**src/hdl/jdpc_pkg.sv**
```systemverilog
package jdpc_pkg;

   // field widths
   localparam int STICK_W = 8;
   localparam int MOVE_W  = 2;
   localparam int DZ_W    = 8;
   localparam int TICK_W  = 10;
   localparam int HOLD_W  = 16;
   localparam int CSR_ADDR_W = 2;
   localparam int CSR_DATA_W = 16;

   typedef logic signed [STICK_W-1:0] stick_type;
   typedef logic signed [MOVE_W-1:0]  move_type;
   typedef logic [DZ_W-1:0]           dz_type;
   typedef logic [TICK_W-1:0]         tick_type;
   typedef logic [HOLD_W-1:0]         hold_type;
   typedef logic [CSR_ADDR_W-1:0]     csr_addr_type;
   typedef logic [CSR_DATA_W-1:0]     csr_data_type;

   // register indexes
   localparam csr_addr_type REG_DEAD_ZONE  = 2'd0;
   localparam csr_addr_type REG_TICK_MS    = 2'd1;
   localparam csr_addr_type REG_QUIT_HOLD  = 2'd2;
   localparam csr_addr_type REG_RESET_HOLD = 2'd3;

   // register reset values
   localparam dz_type   DEAD_ZONE_RST  = 8'd80;
   localparam tick_type TICK_MS_RST    = 10'd16;
   localparam hold_type QUIT_HOLD_RST  = 16'd3000;
   localparam hold_type RESET_HOLD_RST = 16'd1000;

   localparam dz_type   DZ_FLOOR = 8'd80;
   localparam hold_type HELD_MAX = 16'hFFFF;

   // move codes
   localparam move_type MOVE_NONE = 2'sb00;
   localparam move_type MOVE_POS  = 2'sb01;
   localparam move_type MOVE_NEG  = 2'sb11;

endpackage

```
**src/hdl/jdpc_req_if.sv**
```systemverilog
interface jdpc_req_if import jdpc_pkg::*; ();
   logic      valid;
   logic      ready;
   stick_type stick_x;
   stick_type stick_y;
   logic      button_down;

   modport source (output valid, stick_x, stick_y, button_down, input ready);
   modport sink   (input valid, stick_x, stick_y, button_down, output ready);
endinterface

```
**src/hdl/jdpc_rsp_if.sv**
```systemverilog
interface jdpc_rsp_if import jdpc_pkg::*; ();
   logic     valid;
   logic     ready;
   move_type move;
   logic     pause_pulse;
   logic     reset_pulse;
   logic     quit_pulse;

   modport source (output valid, move, pause_pulse, reset_pulse, quit_pulse, input ready);
   modport sink   (input valid, move, pause_pulse, reset_pulse, quit_pulse, output ready);
endinterface

```
**src/hdl/jdpc_csr_if.sv**
```systemverilog
interface jdpc_csr_if import jdpc_pkg::*; ();
   logic         valid;
   logic         ready;
   csr_addr_type addr;
   csr_data_type wdata;

   modport source (output valid, addr, wdata, input ready);
   modport sink   (input valid, addr, wdata, output ready);
endinterface

```
**src/hdl/joystick_deadzone_press_classifier.sv**
```systemverilog
// An accepted req beat goes through the input register and the result register to its rsp beat.
// Throughput: one beat per cycle; a new req beat is taken every cycle unless rsp stalls
// with both the input and result registers full.
// Reset (synchronous, active high): empties both stages, clears the press state and the
// hold counter, and loads dead_zone=80, tick_ms=16, quit_hold_ms=3000, reset_hold_ms=1000.
module joystick_deadzone_press_classifier import jdpc_pkg::*; (
   input  logic         clock,
   input  logic         reset,
   jdpc_req_if.sink     req_chan,
   jdpc_rsp_if.source   rsp_chan,
   jdpc_csr_if.sink     csr_chan
);

   // ---------------------------------------------------------------
   // Configuration registers. Always ready; writes take effect in the next cycle.
   // ---------------------------------------------------------------
   dz_type   dead_zone_ff, dead_zone_in;
   tick_type tick_ms_ff, tick_ms_in;
   hold_type quit_hold_ff, quit_hold_in;
   hold_type reset_hold_ff, reset_hold_in;
   logic     csr_wr;

   assign csr_chan.ready = 1'b1;
   assign csr_wr = csr_chan.valid & csr_chan.ready;

   always_comb begin
      dead_zone_in  = dead_zone_ff;
      tick_ms_in    = tick_ms_ff;
      quit_hold_in  = quit_hold_ff;
      reset_hold_in = reset_hold_ff;
      if (csr_wr) begin
         unique case (csr_chan.addr)
            REG_DEAD_ZONE:  dead_zone_in  = csr_chan.wdata[DZ_W-1:0];
            REG_TICK_MS:    tick_ms_in    = csr_chan.wdata[TICK_W-1:0];
            REG_QUIT_HOLD:  quit_hold_in  = csr_chan.wdata[HOLD_W-1:0];
            REG_RESET_HOLD: reset_hold_in = csr_chan.wdata[HOLD_W-1:0];
            default: ;
         endcase
      end
   end

   always_ff @(posedge clock) begin
      if (reset) begin
         dead_zone_ff  <= DEAD_ZONE_RST;
         tick_ms_ff    <= TICK_MS_RST;
         quit_hold_ff  <= QUIT_HOLD_RST;
         reset_hold_ff <= RESET_HOLD_RST;
      end else begin
         dead_zone_ff  <= dead_zone_in;
         tick_ms_ff    <= tick_ms_in;
         quit_hold_ff  <= quit_hold_in;
         reset_hold_ff <= reset_hold_in;
      end
   end

   // ---------------------------------------------------------------
   // Stage handshake. The result register moves when it is empty or
   // being drained; the input register moves when it is empty or its
   // beat is moving into the result register.
   // ---------------------------------------------------------------
   logic      s0_valid_ff, s0_valid_in;
   stick_type s0_x_ff, s0_x_in;
   stick_type s0_y_ff, s0_y_in;
   logic      s0_btn_ff, s0_btn_in;

   logic      s1_valid_ff, s1_valid_in;
   move_type  s1_move_ff, s1_move_in;
   logic      s1_pause_ff, s1_pause_in;
   logic      s1_reset_ff, s1_reset_in;
   logic      s1_quit_ff, s1_quit_in;

   logic      s1_open;   // result register can take a beat
   logic      s0_fire;   // input register beat moves into result register
   logic      req_take;

   assign s1_open  = ~s1_valid_ff | rsp_chan.ready;
   assign s0_fire  = s0_valid_ff & s1_open;
   assign req_chan.ready = ~s0_valid_ff | s1_open;
   assign req_take = req_chan.valid & req_chan.ready;

   assign s0_valid_in = req_take | (s0_valid_ff & ~s1_open);
   assign s0_x_in     = req_take ? req_chan.stick_x     : s0_x_ff;
   assign s0_y_in     = req_take ? req_chan.stick_y     : s0_y_ff;
   assign s0_btn_in   = req_take ? req_chan.button_down : s0_btn_ff;

   // ---------------------------------------------------------------
   // Stick classification: larger magnitude wins, X on ties.
   // Magnitudes fit 8 bits unsigned (-128 gives 128).
   // ---------------------------------------------------------------
   logic [STICK_W-1:0] mag_x, mag_y;
   stick_type          win_v;
   dz_type             dz_eff;
   logic signed [STICK_W:0] win_ext, dz_pos, dz_neg;
   move_type           move_calc;

   assign mag_x  = s0_x_ff[STICK_W-1] ? (~s0_x_ff + 1'b1) : s0_x_ff;
   assign mag_y  = s0_y_ff[STICK_W-1] ? (~s0_y_ff + 1'b1) : s0_y_ff;
   assign win_v  = (mag_x >= mag_y) ? s0_x_ff : s0_y_ff;
   assign dz_eff = (dead_zone_ff < DZ_FLOOR) ? DZ_FLOOR : dead_zone_ff;

   assign win_ext = {win_v[STICK_W-1], win_v};
   assign dz_pos  = {1'b0, dz_eff};
   assign dz_neg  = -dz_pos;

   always_comb begin
      priority if (win_ext > dz_pos) begin
         move_calc = MOVE_POS;
      end else if (win_ext < dz_neg) begin
         move_calc = MOVE_NEG;
      end else begin
         move_calc = MOVE_NONE;
      end
   end

   // ---------------------------------------------------------------
   // Hold tracking. State advances only when a beat enters the result
   // register, so it follows beat order exactly.
   // ---------------------------------------------------------------
   logic       was_pressed_ff, was_pressed_in;
   hold_type   held_ms_ff, held_ms_in;
   logic [HOLD_W:0] held_sum;
   hold_type   held_sat;
   logic       release_evt;
   logic       pause_calc, reset_calc, quit_calc;

   assign held_sum    = {1'b0, held_ms_ff} + {{(HOLD_W+1-TICK_W){1'b0}}, tick_ms_ff};
   assign held_sat    = held_sum[HOLD_W] ? HELD_MAX : held_sum[HOLD_W-1:0];
   assign release_evt = was_pressed_ff & ~s0_btn_ff;

   // quit beats reset, reset beats pause
   always_comb begin
      pause_calc = 1'b0;
      reset_calc = 1'b0;
      quit_calc  = 1'b0;
      if (release_evt) begin
         priority if (held_ms_ff >= quit_hold_ff) begin
            quit_calc = 1'b1;
         end else if (held_ms_ff >= reset_hold_ff) begin
            reset_calc = 1'b1;
         end else begin
            pause_calc = 1'b1;
         end
      end
   end

   always_comb begin
      was_pressed_in = was_pressed_ff;
      held_ms_in     = held_ms_ff;
      if (s0_fire) begin
         was_pressed_in = s0_btn_ff;
         if (s0_btn_ff) begin
            // press edge restarts the count at zero
            held_ms_in = was_pressed_ff ? held_sat : '0;
         end else if (release_evt) begin
            held_ms_in = '0;
         end
      end
   end

   // ---------------------------------------------------------------
   // Result register
   // ---------------------------------------------------------------
   assign s1_valid_in = s0_fire | (s1_valid_ff & ~rsp_chan.ready);
   assign s1_move_in  = s0_fire ? move_calc  : s1_move_ff;
   assign s1_pause_in = s0_fire ? pause_calc : s1_pause_ff;
   assign s1_reset_in = s0_fire ? reset_calc : s1_reset_ff;
   assign s1_quit_in  = s0_fire ? quit_calc  : s1_quit_ff;

   always_ff @(posedge clock) begin
      if (reset) begin
         s0_valid_ff    <= 1'b0;
         s1_valid_ff    <= 1'b0;
         was_pressed_ff <= 1'b0;
         held_ms_ff     <= '0;
      end else begin
         s0_valid_ff    <= s0_valid_in;
         s1_valid_ff    <= s1_valid_in;
         was_pressed_ff <= was_pressed_in;
         held_ms_ff     <= held_ms_in;
      end
   end

   // payload, no reset needed
   always_ff @(posedge clock) begin
      s0_x_ff     <= s0_x_in;
      s0_y_ff     <= s0_y_in;
      s0_btn_ff   <= s0_btn_in;
      s1_move_ff  <= s1_move_in;
      s1_pause_ff <= s1_pause_in;
      s1_reset_ff <= s1_reset_in;
      s1_quit_ff  <= s1_quit_in;
   end

   assign rsp_chan.valid       = s1_valid_ff;
   assign rsp_chan.move        = s1_move_ff;
   assign rsp_chan.pause_pulse = s1_pause_ff;
   assign rsp_chan.reset_pulse = s1_reset_ff;
   assign rsp_chan.quit_pulse  = s1_quit_ff;

`ifndef NO_ASSERTIONS
   // at most one of the release pulses per result
   a_pulse_onehot: assert property (@(posedge clock) disable iff (reset)
      s1_valid_ff |-> $onehot0({s1_pause_ff, s1_reset_ff, s1_quit_ff}))
      else $error("more than one release pulse in a result");

   // counter is empty after a released frame goes through
   a_release_clears: assert property (@(posedge clock) disable iff (reset)
      (s0_fire && !s0_btn_ff) |=> (held_ms_ff == '0))
      else $error("hold counter not clear after release");

   // a pressed frame leaves the press state set
   a_press_tracks: assert property (@(posedge clock) disable iff (reset)
      (s0_fire && s0_btn_ff) |=> was_pressed_ff)
      else $error("press state lost");

   // while held, the counter never goes down
   a_hold_monotonic: assert property (@(posedge clock) disable iff (reset)
      (s0_fire && s0_btn_ff && was_pressed_ff) |=> (held_ms_ff >= $past(held_ms_ff)))
      else $error("hold counter decreased during hold");
`endif

endmodule

```
**src/flat_wrapper.sv**
```systemverilog
// flat-port wrapper written by rule: the top's interface ports become plain ports
module joystick_deadzone_press_classifier_flat import jdpc_pkg::*;
  (clock, reset, req_chan_valid, req_chan_stick_x, req_chan_stick_y, req_chan_button_down, req_chan_ready, rsp_chan_valid, rsp_chan_move, rsp_chan_pause_pulse, rsp_chan_reset_pulse, rsp_chan_quit_pulse, rsp_chan_ready, csr_chan_valid, csr_chan_addr, csr_chan_wdata, csr_chan_ready);
  jdpc_req_if req_chan_i ();
  jdpc_rsp_if rsp_chan_i ();
  jdpc_csr_if csr_chan_i ();
  input  logic clock;
  input  logic reset;
  input wire logic [$bits(req_chan_i.valid)-1:0] req_chan_valid;
  input wire logic [$bits(req_chan_i.stick_x)-1:0] req_chan_stick_x;
  input wire logic [$bits(req_chan_i.stick_y)-1:0] req_chan_stick_y;
  input wire logic [$bits(req_chan_i.button_down)-1:0] req_chan_button_down;
  output wire logic [$bits(req_chan_i.ready)-1:0] req_chan_ready;
  output wire logic [$bits(rsp_chan_i.valid)-1:0] rsp_chan_valid;
  output wire logic [$bits(rsp_chan_i.move)-1:0] rsp_chan_move;
  output wire logic [$bits(rsp_chan_i.pause_pulse)-1:0] rsp_chan_pause_pulse;
  output wire logic [$bits(rsp_chan_i.reset_pulse)-1:0] rsp_chan_reset_pulse;
  output wire logic [$bits(rsp_chan_i.quit_pulse)-1:0] rsp_chan_quit_pulse;
  input wire logic [$bits(rsp_chan_i.ready)-1:0] rsp_chan_ready;
  input wire logic [$bits(csr_chan_i.valid)-1:0] csr_chan_valid;
  input wire logic [$bits(csr_chan_i.addr)-1:0] csr_chan_addr;
  input wire logic [$bits(csr_chan_i.wdata)-1:0] csr_chan_wdata;
  output wire logic [$bits(csr_chan_i.ready)-1:0] csr_chan_ready;
  assign req_chan_i.valid = req_chan_valid;
  assign req_chan_i.stick_x = req_chan_stick_x;
  assign req_chan_i.stick_y = req_chan_stick_y;
  assign req_chan_i.button_down = req_chan_button_down;
  assign req_chan_ready = req_chan_i.ready;
  assign rsp_chan_valid = rsp_chan_i.valid;
  assign rsp_chan_move = rsp_chan_i.move;
  assign rsp_chan_pause_pulse = rsp_chan_i.pause_pulse;
  assign rsp_chan_reset_pulse = rsp_chan_i.reset_pulse;
  assign rsp_chan_quit_pulse = rsp_chan_i.quit_pulse;
  assign rsp_chan_i.ready = rsp_chan_ready;
  assign csr_chan_i.valid = csr_chan_valid;
  assign csr_chan_i.addr = csr_chan_addr;
  assign csr_chan_i.wdata = csr_chan_wdata;
  assign csr_chan_ready = csr_chan_i.ready;
  joystick_deadzone_press_classifier u_core (.clock(clock), .reset(reset), .req_chan(req_chan_i), .rsp_chan(rsp_chan_i), .csr_chan(csr_chan_i));
endmodule
```
**config.mk**
```make
export PLATFORM = sky130hd
export DESIGN_NAME = joystick_deadzone_press_classifier_flat
export DESIGN_NICKNAME = d
export VERILOG_FILES = /design/src/hdl/jdpc_pkg.sv /design/src/hdl/jdpc_req_if.sv /design/src/hdl/jdpc_rsp_if.sv /design/src/hdl/jdpc_csr_if.sv /design/src/hdl/joystick_deadzone_press_classifier.sv /design/src/flat_wrapper.sv
export SDC_FILE = /design/constraint.sdc
export NUM_CORES = 1
export LEC_CHECK = 0
export BUFFER_PORTS_ARGS = -buffer_cell sky130_fd_sc_hd__buf_2
export CORE_MARGIN = 2
export CORE_UTILIZATION = 31
export DETAILED_ROUTE_END_ITERATION = 16
export PLACE_DENSITY = 0.52
export RECOVER_POWER = 100
export SKIP_LAST_GASP = 1
export SLEW_MARGIN = 20
export SYNTH_ARGS = -nofsm -noshare
export SYNTH_HDL_FRONTEND = slang
export SYNTH_SLANG_ARGS = --single-unit
```
**constraint.sdc**
```tcl
create_clock -name clock -period 3.9 [get_ports clock]
set_input_delay 1.17 -clock clock [delete_from_list [all_inputs] [get_ports clock]]
set_output_delay 1.17 -clock clock [all_outputs]
set_load 0.005 [all_outputs]
```
# After elaboration in Yosys (flattened, before gate mapping)
# Index checks and enable logic that the tools add are counted.
# word_totals
wordCells,65
register_bits,91
input_bits,40
out_inout_bits,8
# classes
n_bitwise,17
mux,12
order_cmp,6
n_reduce_logical,8
n_eq_ne,3
n_addsub,4
# ops
operator,n
$mux W16,4
$ge A16 B16 Y1,2
$mux W8,4
$add A16 B10 Y17,1
$add A8 B1 Y8 const B,2
$not A8 Y8,2
$reduce_and A2 Y1,5
$gt A8 B9 Y1,1
$lt A8 B9 Y1,1
$neg A8 Y9,1
$ge A8 B8 Y1,1
$lt A8 B7 Y1 const B,1
$not A1 Y1,6
$and A1 B1 Y1,5
$eq A2 B2 Y1 const B,2
$or A1 B1 Y1,4
$mux W1,3
$eq A2 B1 Y1 const B,1
$logic_not A2 Y1,1
$mux W2,1
$reduce_bool A2 Y1,1
$reduce_or A2 Y1,1

# Depth between registers and ports, before layout
# Gate-level depths: netlist (run 1).
# depth
ltp_word,7
mapped_depth,18
depth_no_buf,18

# Worst setup path before layout (run 1)
# No wires, ideal clock.
# synth_path
path_kind,register -> register
startpoint,reg u_core.s0_y_ff[3]
endpoint,reg u_core.s1_move_ff[1] (netlist: u_core.rsp_chan.move[1]) (data pin)
slack_ns,-0.113
path_buffers,0
required_ns,3.636
period_less_slack_ns,4.013
setup_ns,0.264
path_stages_with_launch,15
t_arrival_ns,3.749
path_cell_list,edfxtp_1 > or3_1 > o31ai_1 > xor2_1 > ha_1 > nand4_1 > o31ai_4 > mux2_2 > ha_1 > nand3_1 > or2_2 > mux2_2 > o221ai_1 > nand4_1 > a21boi_2
# synth_via
elab_chain_len,7
word_cells_on_any_way,8
cone_classes,add/sub: 1; order compare: 3; mux: 3; bitwise: 1
# synth_rtl
element,line,source
from (decl),joystick_deadzone_press_classifier.sv:63,"stick_type s0_y_ff, s0_y_in;"
from (signal assigned),joystick_deadzone_press_classifier.sv:186,s0_y_ff <= s0_y_in;
$not A8 Y8,joystick_deadzone_press_classifier.sv:97,assign mag_y = s0_y_ff[STICK_W-1] ? (~s0_y_ff + 1'b1) : s0_y_ff;
$add A8 B1 Y8,joystick_deadzone_press_classifier.sv:97,
$mux W8,joystick_deadzone_press_classifier.sv:97,
$ge A8 B8 Y1,joystick_deadzone_press_classifier.sv:98,assign win_v = (mag_x >= mag_y) ? s0_x_ff : s0_y_ff;
$mux W8 (*),joystick_deadzone_press_classifier.sv:98,
$lt A8 B9 Y1,joystick_deadzone_press_classifier.sv:108,end else if (win_ext < dz_neg) begin
$mux W2,joystick_deadzone_press_classifier.sv:108,
to (signal assigned),joystick_deadzone_press_classifier.sv:188,s1_move_ff <= s1_move_in;
to (decl),joystick_deadzone_press_classifier.sv:67,"move_type s1_move_ff, s1_move_in;"
# Mark *: on every way between the ends. The rest lies on a longest branch, timed or not.
# A chain may end at the register's enable or synchronous reset.

# Worst setup path after layout (run 1)
# layout_path
startpoint,reg u_core.s0_y_ff[4]
endpoint,reg u_core.s1_move_ff[1] (netlist: u_core.rsp_chan.move[1]) (data pin)
# Same word-level chain as after synthesis.

==> implementation parameters, run 1 <==
Parameter                              Value

Setup path
  Crit path launch type    register
  Maximum fanout encountered on the critical timing path    4
  Crit Path Category    register to register
  Reg2reg start    u_core.s0_y_ff[4]$_DFFE_PP_
  Length in cells of the worst reg-to-reg path    16
  R2R setup slack    between 0.07 and 0.08 ns
  Crit Reg-Reg Endpoint    u_core.rsp_chan.move[1]$_SDFFCE_PN0P_
  Critical Path Start    u_core.s0_y_ff[4]$_DFFE_PP_
  Worst path arrival time    approximately 3.9 ns
  Worst setup path endpoint    u_core.rsp_chan.move[1]$_SDFFCE_PN0P_
  Crit end category    register
  Worst endpoint required time    ~4 ns

Power and ir drop
  Total power    2.32 mW
  Worst IR drop on VDD    0.216 mV
  Static leakage    between 2 and 3 nW
  Pwr dens    approximately 360 mW/mm²

Global route
  Largest net degree at the start of global routing    35
  Global-route wire length before repair    ~22000 µm
  Via count of the first global-routing pass    about 4300
  Global-route usage over all layers    15.3%
  Aggregate global routing overflow    0
  Initial antenna violation count    0

Floorplan
  Starting Density    a little under a third
  Full die area    about 0.019 mm²
  Std cell rows    48
  Core ar.    roughly 0.017 mm²
  Floorplan die width    137 µm
  IO Pins    48
  Vertical die dimension    137 µm

Finish
  Final net count    796
  Total inserted antenna cells    0
  Area growth from synthesis to layout    18.6%
  Seq. cell area    0.00204 mm²
  Fill cells    around 1800
  Layout cells sized above 1    14.1%
  Combined area of the multi-input logic cells    approximately 0.0033 mm²
  Final cell count without fillers    between 900 and 1000

Yosys
  Cell count after synthesis    630
  Top area cells in the synthesized netlist    sky130_fd_sc_hd__dfxtp_1, sky130_fd_sc_hd__ha_1, sky130_fd_sc_hd__edfxtp_1, sky130_fd_sc_hd__nand2_1, sky130_fd_sc_hd__a21oi_1
  Flip-flop cell with the highest count after synthesis    sky130_fd_sc_hd__dfxtp_1
  Flip-flop and latch count after synthesis    around 90
  Net Count, Synth    736
  Sequential-to-total area share from yosys stat    between 30% and 40%
  Syn Std Cell Area    0.00548 mm²
  Mean instance size in the synthesized netlist    about 8.7 µm²
  Post-synth ARST share    0%
  Library cell occupying the most area in the post-synthesis netlist    sky130_fd_sc_hd__dfxtp_1
  Number of different library cells in the post-synthesis netlist    55
  Fraction of post-synthesis cell area in the top cell type by area    roughly 25%
  Synth warn    0
  Number of synthesized flops with an enable pin    22

Route
  Routed Wire Length    13400 µm
  Remaining antenna violation count after routing    0
  Vias per inst    roughly 4.9
  DRC Markers    0
  Average wire per standard cell    around 15 µm
  Total number of vias    ~4500
  First-iteration detailed-routing DRC count    around 180
  First-pass iteration count of the detailed router    4

STA
  Slew headroom    18.7%
  Count of endpoints failing hold in the final timing report    0
  Final period utilization    a little over nine tenths
  Post-route worst hold slack    about 0.46 ns
  Worst Skew    between 0.008 and 0.009 ns
  Total of endpoints with negative setup slack in the final report    0
  Achievable clock frequency    261 MHz
  Final critical delay including setup and external delays    roughly 3.8 ns
  Setup Total Neg Slack    0 ns
  Unrepaired setup endpoints after global routing    true
  Worst-Margin Slew    1.22 ns
  Number of pins exceeding their max-slew limit in the final report    0

Clock tree
  Sink count of the clock tree    91
  Total CTS buffers    9
  Number of H-tree branching levels    3
  Clock tree from TritonCTS    built
  Clk_lat worst skew    roughly 0.35 ns
  Clock root buffer    sky130_fd_sc_hd__clkbuf_16
  Cts hold-fix bufs    0
  Clock transition at the registers of the reported paths    0.07 ns
  Deepest clock path buffer count    2

Place
  Port Buf Inserts    46
  Placer congestion estimate    approximately 0.85
  Cell count after placement    about 900
  Detailed-placement wirelength estimate    between 10000 and 15000 µm

Hold path
  Worst min-delay path class    register to register

Outcome
  Outcome    complete, no violations

Job
  MaxCap Viol Count    0
==> cell usage in the layout, fill, tap and decap left out, types with 13 or more instances in the layout <==
| master | Yosys | final |
|---|---|---|
| sky130_fd_sc_hd__dfxtp_1 | 69 | 69 |
| sky130_fd_sc_hd__a21oi_1 | 46 | 46 |
| sky130_fd_sc_hd__buf_4 | 1 | 18 |
| sky130_fd_sc_hd__nand2_1 | 95 | 95 |
| sky130_fd_sc_hd__o211ai_1 | 13 | 13 |
| sky130_fd_sc_hd__nor2_1 | 58 | 57 |
| sky130_fd_sc_hd__ha_1 | 65 | 61 |
| sky130_fd_sc_hd__edfxtp_1 | 22 | 22 |
| sky130_fd_sc_hd__inv_1 | 48 | 48 |
| sky130_fd_sc_hd__mux2i_1 | 22 | 21 |
| sky130_fd_sc_hd__buf_2 | 1 | 39 |
| sky130_fd_sc_hd__o21ai_0 | 30 | 30 |
| sky130_fd_sc_hd__xnor2_1 | 15 | 15 |
| sky130_fd_sc_hd__clkbuf_1 | 17 | 13 |
==> worst min-delay path by stage <==
stage,from,endpoint,depth (start not counted)
4_1_cts,u_core.reset_hold_ff[11]$_SDFFE_PP0P_,u_core.reset_hold_ff[11]$_SDFFE_PP0P_,2
6_report,u_core.reset_hold_ff[2]$_SDFFE_PP0P_,u_core.reset_hold_ff[2]$_SDFFE_PP0P_,2
2_1_floorplan,u_core.held_ms_ff[0]$_SDFFE_PP0P_,u_core.held_ms_ff[0]$_SDFFE_PP0P_,2
5_1_grt,u_core.quit_hold_ff[2]$_SDFFE_PP0P_,u_core.quit_hold_ff[2]$_SDFFE_PP0P_,2
3_3_place_gp,u_core.reset_hold_ff[1]$_SDFFE_PP0P_,u_core.reset_hold_ff[1]$_SDFFE_PP0P_,2
3_5_place_dp,u_core.reset_hold_ff[11]$_SDFFE_PP0P_,u_core.reset_hold_ff[11]$_SDFFE_PP0P_,2
==> where the power goes <==
group / internal (mW) / switching (mW) / leakage [nW]
Sequential: 1.00 / 0.0260 / 0.775
Combinational: 0.200 / 0.222 / 1.91
Clock: 0.495 / 0.374 / 0.136
Total: 1.70 / 0.622 / 2.82
==> flip-flops by register name, summed over array words and instances (netlist names), 2 cells and up <==
register and cells:
u_core.quit_hold_ff 16, u_core.tick_ms_ff 10, u_core.dead_zone_ff 8, u_core.s0_x_ff 8
u_core.s0_y_ff 8, u_core.rsp_chan.move 2, u_core.held_ms_ff 16, u_core.reset_hold_ff 16
==> what timing repair did <==
item | in CTS | in global routing
pin swaps | 6 | 9
setup endpoints to repair | 2 | 2
gates cloned | 0 | 0
buffers inserted | 3 | 6
resized for setup | 9 | 9
==> per-layer routing <==
layer	wire [µm]	global-route usage (%)	part of all wire, %	up-vias
met5	0	0	0	-
met4	232	5.27	1.7	0
met2	6470	25.5	48	62
met3	374	2.89	2.8	14
li1	-	-	-	2316
met1	6310	19.7	47	2078
==> critical path, stage by stage (launching register included) <==
cell and delay, ns:
sky130_fd_sc_hd__edfxtp_1 0.38, sky130_fd_sc_hd__or3_4 0.43, sky130_fd_sc_hd__nor2_4 0.12, sky130_fd_sc_hd__nand2_1 0.06, sky130_fd_sc_hd__nand2_1 0.07, sky130_fd_sc_hd__xor2_1 0.08, sky130_fd_sc_hd__ha_1 0.30, sky130_fd_sc_hd__nand4_1 0.13
sky130_fd_sc_hd__o31ai_4 0.35, sky130_fd_sc_hd__mux2_4 0.37, sky130_fd_sc_hd__ha_4 0.29, sky130_fd_sc_hd__nand3_4 0.06, sky130_fd_sc_hd__or2_4 0.22, sky130_fd_sc_hd__mux2_4 0.27, sky130_fd_sc_hd__o221ai_2 0.16, sky130_fd_sc_hd__nand4_1 0.12
sky130_fd_sc_hd__a21boi_2 0.17
==> kinds of logic (layout without fill, tap and decap cells) <==
logic type,count (synthesis),count (layout),share of synthesized area [%]
and+or+nand+nor,221,221,18.3
AOI/OAI and AO/OA,133,133,15.7
DFF,91,91,37.3
adders and majority gates,68,68,15.6
buffers and inverters,68,133,4.75
muxes,26,26,4.84
xor gates and xnor gates,21,21,3.36
other,2,2,0.137
==> final cells by class <==
type                       count  area share [%]
clock buffer                  11            3.58
sequential                    91            31.4
timing repair buffer          69            5.89
clock inverter                 5           0.848
multi-input combinational    471            51.1
inverter                      48            2.77
tap                          225            4.33
==> synth_stat cells, types with 2 or more instances <==
library cell	number
sky130_fd_sc_hd__a211oi_1	4
sky130_fd_sc_hd__a21o_1	11
sky130_fd_sc_hd__a21oi_1	46
sky130_fd_sc_hd__a22oi_1	2
sky130_fd_sc_hd__a31oi_1	2
sky130_fd_sc_hd__and2_1	3
sky130_fd_sc_hd__and3_1	3
sky130_fd_sc_hd__and4_1	2
sky130_fd_sc_hd__clkbuf_1	17
sky130_fd_sc_hd__conb_1	2
sky130_fd_sc_hd__dfxtp_1	69
sky130_fd_sc_hd__edfxtp_1	22
sky130_fd_sc_hd__ha_1	65
sky130_fd_sc_hd__inv_1	48
sky130_fd_sc_hd__maj3_1	2
sky130_fd_sc_hd__mux2_2	4
sky130_fd_sc_hd__mux2i_1	22
sky130_fd_sc_hd__nand2_1	95
sky130_fd_sc_hd__nand2b_1	7
sky130_fd_sc_hd__nand3_1	10
sky130_fd_sc_hd__nand3b_1	4
sky130_fd_sc_hd__nand4_1	5
sky130_fd_sc_hd__nor2_1	58
sky130_fd_sc_hd__nor2b_1	9
sky130_fd_sc_hd__nor3_1	8
sky130_fd_sc_hd__nor3b_1	3
sky130_fd_sc_hd__nor4_1	2
sky130_fd_sc_hd__nor4b_1	2
sky130_fd_sc_hd__o211ai_1	13
sky130_fd_sc_hd__o21a_1	7
sky130_fd_sc_hd__o21ai_0	30
sky130_fd_sc_hd__o221ai_1	2
sky130_fd_sc_hd__o31ai_1	5
sky130_fd_sc_hd__or2_2	4
sky130_fd_sc_hd__or3_1	2
sky130_fd_sc_hd__or4_1	2
sky130_fd_sc_hd__xnor2_1	15
sky130_fd_sc_hd__xor2_1	6
==> metrics by stage <==
step                util, %  cell area, µm²  setup WS, ns
global route           37.6            6490        -0.130
detailed placement     34.9            6040       -0.0804
finish                 37.6            6490        0.0745
CTS                    37.1            6420       -0.0264
floorplan                 -            5500       0.00791
global placement       34.9            6040        0.0593
Power figures use the tool's default switching activity.
==> run 2, diff against run 1 <==
==> constraint.sdc (replaced) <==
create_clock -name clock -period 3.9 [get_ports clock]
set_input_delay 1.17 -clock clock [delete_from_list [all_inputs] [get_ports clock]]
set_output_delay 1.17 -clock clock [all_outputs]
set_load 0.05 [all_outputs]
==> run 2 against run 1 <==
  * Count of clock-buffer cells in the layout stayed put
  * Maximum frequency stayed put
  * Cell count stayed put
  * Register-to-register slack hardly changed
  * Sequential share of layout area hardly changed
  * Design area hardly changed
  * Total power is 0.75% higher
  * Critical path depth stayed put
  * Critical endpoint unchanged
  * Largest power group unchanged
==> implementation parameters, run 2 (same netlist as run 1, synthesis figures left out) <==
Parameter                              Value

Outcome
  Outcome    complete, no violations

Power and ir drop
  Power Internal    roughly 1.7 mW
  Net switching fraction of the power    a little over a quarter
  Clock network fraction of design power    37.1%
  Pwr dens    ~360 mW/mm²
  Worst IR drop on VDD    between 0.2 and 0.25 mV
  Power share of the combinational group    around a fifth
  Seq pwr share    between 40% and 50%
  P_sw    0.639 mW
  Static leakage    between 2 and 3 nW

Finish
  Area growth from synthesis to layout    18.5%
  Most common cell after layout, fill and taps aside    sky130_fd_sc_hd__nand2_1
  Fill cells    roughly 1800
  Total inserted antenna cells    0
  Final net count    approximately 800
  Commonest non-fill, non-tap cells in the layout    sky130_fd_sc_hd__nand2_1, sky130_fd_sc_hd__dfxtp_1, sky130_fd_sc_hd__ha_1
  Biggest registers after layout    u_core.held_ms_ff: 16 flops, u_core.quit_hold_ff: 16 flops, u_core.reset_hold_ff: 16 flops
  Layout cells sized above 1    ~14%
  Final cell count without fillers    920

Route
  Detail Route met3 WL    ~370 µm
  Total number of vias    4470
  Vias per inst    just under 5
  Met1 layer wirelength in the final routing    6310 µm
  DRC Markers    0
  First-iteration detailed-routing DRC count    roughly 180
  First-pass iteration count of the detailed router    4
  Remaining antenna violation count after routing    0
  Average wire per standard cell    14.6 µm
  Met2 wire len    6470 µm
  Routed Wire Length    between 10000 and 15000 µm
  Highest routed metal layer    met4

Clock tree
  Sink count of the clock tree    91
  Clk_lat worst skew    between 0.3 and 0.4 ns
  Clock transition at the registers of the reported paths    0.07 ns
  Clock tree from TritonCTS    built
  Total CTS buffers    9
  Deepest clock path buffer count    2
  Number of H-tree branching levels    3
  Clock root buffer    sky130_fd_sc_hd__clkbuf_16
  Cts hold-fix bufs    0

STA
  Count of endpoints failing hold in the final timing report    0
  Total of endpoints with negative setup slack in the final report    0
  Number of pins exceeding their max-slew limit in the final report    0
  Achievable clock frequency    approximately 260 MHz
  Worst-Margin Slew    ~1.2 ns
  Final period utilization    ~98%
  Unrepaired setup endpoints after global routing    true
  Worst Skew    ~0.0090 ns
  Final critical delay including setup and external delays    3.83 ns
  Slew headroom    18.8%
  Setup Total Neg Slack    0 ns

Setup path
  R2R setup slack    about 0.075 ns
  Crit Reg-Reg Endpoint    u_core.rsp_chan.move[1]$_SDFFCE_PN0P_
  Series of cell instances along the critical path    or3_4, nor2_4, nand2_1, nand2_1, xor2_1, ha_1, nand4_1, o31ai_4, mux2_4, ha_4, nand3_4, or2_4, mux2_4, o221ai_2, nand4_1, a21boi_2
  Worst path arrival time    3.93 ns
  Worst setup path endpoint    u_core.rsp_chan.move[1]$_SDFFCE_PN0P_
  Worst endpoint required time    about 4 ns
  Crit Path Category    register to register
  Total number of cells along the worst setup path    16
  Critical Path Start    u_core.s0_y_ff[4]$_DFFE_PP_
  Crit end category    register
  Length in cells of the worst reg-to-reg path    16
  CP Buf/Inv Count    0
  Reg2reg start    u_core.s0_y_ff[4]$_DFFE_PP_
  Crit path launch type    register
  Maximum fanout encountered on the critical timing path    4
  Cell with the largest stage delay on the worst path    sky130_fd_sc_hd__or3_4
  Gate family responsible for the most delay along the worst path    simple AND/OR/NAND/NOR gates
  Largest stage delay, worst path    between 0.4 and 0.5 ns

Global route
  Aggregate global routing overflow    0
  Global-route wire length before repair    22100 µm
  Via count of the first global-routing pass    about 4300
  Initial antenna violation count    0
  Global-route usage over all layers    ~15%
  Largest net degree at the start of global routing    35

Place
  Cell count after placement    895
  Detailed-placement wirelength estimate    approximately 10000 µm
  Placer congestion estimate    0.851
  Port Buf Inserts    46

Floorplan
  Starting Density    a little under a third
  Vertical die dimension    137 µm
  IO Pins    between 40 and 50
  Floorplan die width    137 µm
  Core ar.    approximately 0.017 mm²
  Std cell rows    48
  Full die area    about 0.019 mm²

Job
  MaxCap Viol Count    0

Hold path
  Worst min-delay path class    register to register
-- run 2: changes by cell type in the layout (fill, tap and decap cells not counted), sizes merged --
cell and change:
buf -1, clkbuf +1
-- run 2: how the worst min path moves through the flow --
| stage | slack [ns] | depth (start not counted) | to | from |
|---|---|---|---|---|
| 2_1_floorplan | 0.44 | 2 | u_core.held_ms_ff[0]$_SDFFE_PP0P_ | u_core.held_ms_ff[0]$_SDFFE_PP0P_ |
| 3_3_place_gp | 0.44 | 2 | u_core.reset_hold_ff[1]$_SDFFE_PP0P_ | u_core.reset_hold_ff[1]$_SDFFE_PP0P_ |
| 3_5_place_dp | 0.45 | 2 | u_core.reset_hold_ff[11]$_SDFFE_PP0P_ | u_core.reset_hold_ff[11]$_SDFFE_PP0P_ |
| 4_1_cts | 0.46 | 2 | u_core.reset_hold_ff[11]$_SDFFE_PP0P_ | u_core.reset_hold_ff[11]$_SDFFE_PP0P_ |
| 5_1_grt | 0.48 | 2 | u_core.quit_hold_ff[2]$_SDFFE_PP0P_ | u_core.quit_hold_ff[2]$_SDFFE_PP0P_ |
| 6_report | 0.46 | 2 | u_core.reset_hold_ff[2]$_SDFFE_PP0P_ | u_core.reset_hold_ff[2]$_SDFFE_PP0P_ |
-- run 2: power groups by stage --
stage          combinational (mW)  clock, mW  sequential [mW]
6_report                    0.439      0.869             1.03
5_1_grt                     0.490      0.932             1.04
4_1_cts                     0.412      0.894             1.03
3_5_place_dp                0.391          0             1.05
3_3_place_gp                0.380          0             1.05
2_1_floorplan               0.263          0             1.06
-- run 2: per-layer routing --
layer	track usage, %	vias up
li1	-	2316
met1	19.7	2078
met2	25.5	62
met3	2.89	14
met4	5.27	0
met5	0	-
-- run 2: metrics by stage --
| stage | util (%) | hold slack, ns | instance area (µm²) | setup WS [ns] | total power, mW |
|---|---|---|---|---|---|
| 5_1_grt | 37.5 | 0.477 | 6490 | -0.130 | 2.46 |
| 3_3_place_gp | 34.9 | 0.442 | 6040 | 0.0593 | 1.43 |
| 4_1_cts | 37.1 | 0.457 | 6420 | -0.0264 | 2.34 |
| 2_1_floorplan | - | 0.435 | 5500 | 0.00791 | 1.32 |
| 6_report | 37.5 | 0.458 | 6490 | 0.0745 | 2.34 |
| 3_5_place_dp | 34.9 | 0.448 | 6040 | -0.0804 | 1.44 |
-- run 2: layout make-up --
cell class,instances,area (µm²),share of cell area (%)
well taps,225,282,4.34
clock inverters,5,55.1,0.848
clock buffers,11,233,3.58
multi-input cells,471,3320,51.1
inverters,48,180,2.77
flip-flops and latches,91,2040,31.4
repair buffers,69,382,5.88
-- run 2: tightest hold or removal path, stage by stage (launching register included) --
cell	delay [ns]
sky130_fd_sc_hd__dfxtp_1	0.31
sky130_fd_sc_hd__nand2_1	0.05
sky130_fd_sc_hd__a21oi_1	0.05
-- run 2: timing repair --
item / 4_1_cts / 5_1_grt
setup buffers: 3 / 6
pin swaps: 6 / 9
endpoints found under the setup margin: 2 / 2
gates resized for setup: 9 / 9
endpoints found under the hold margin: 0 / 0
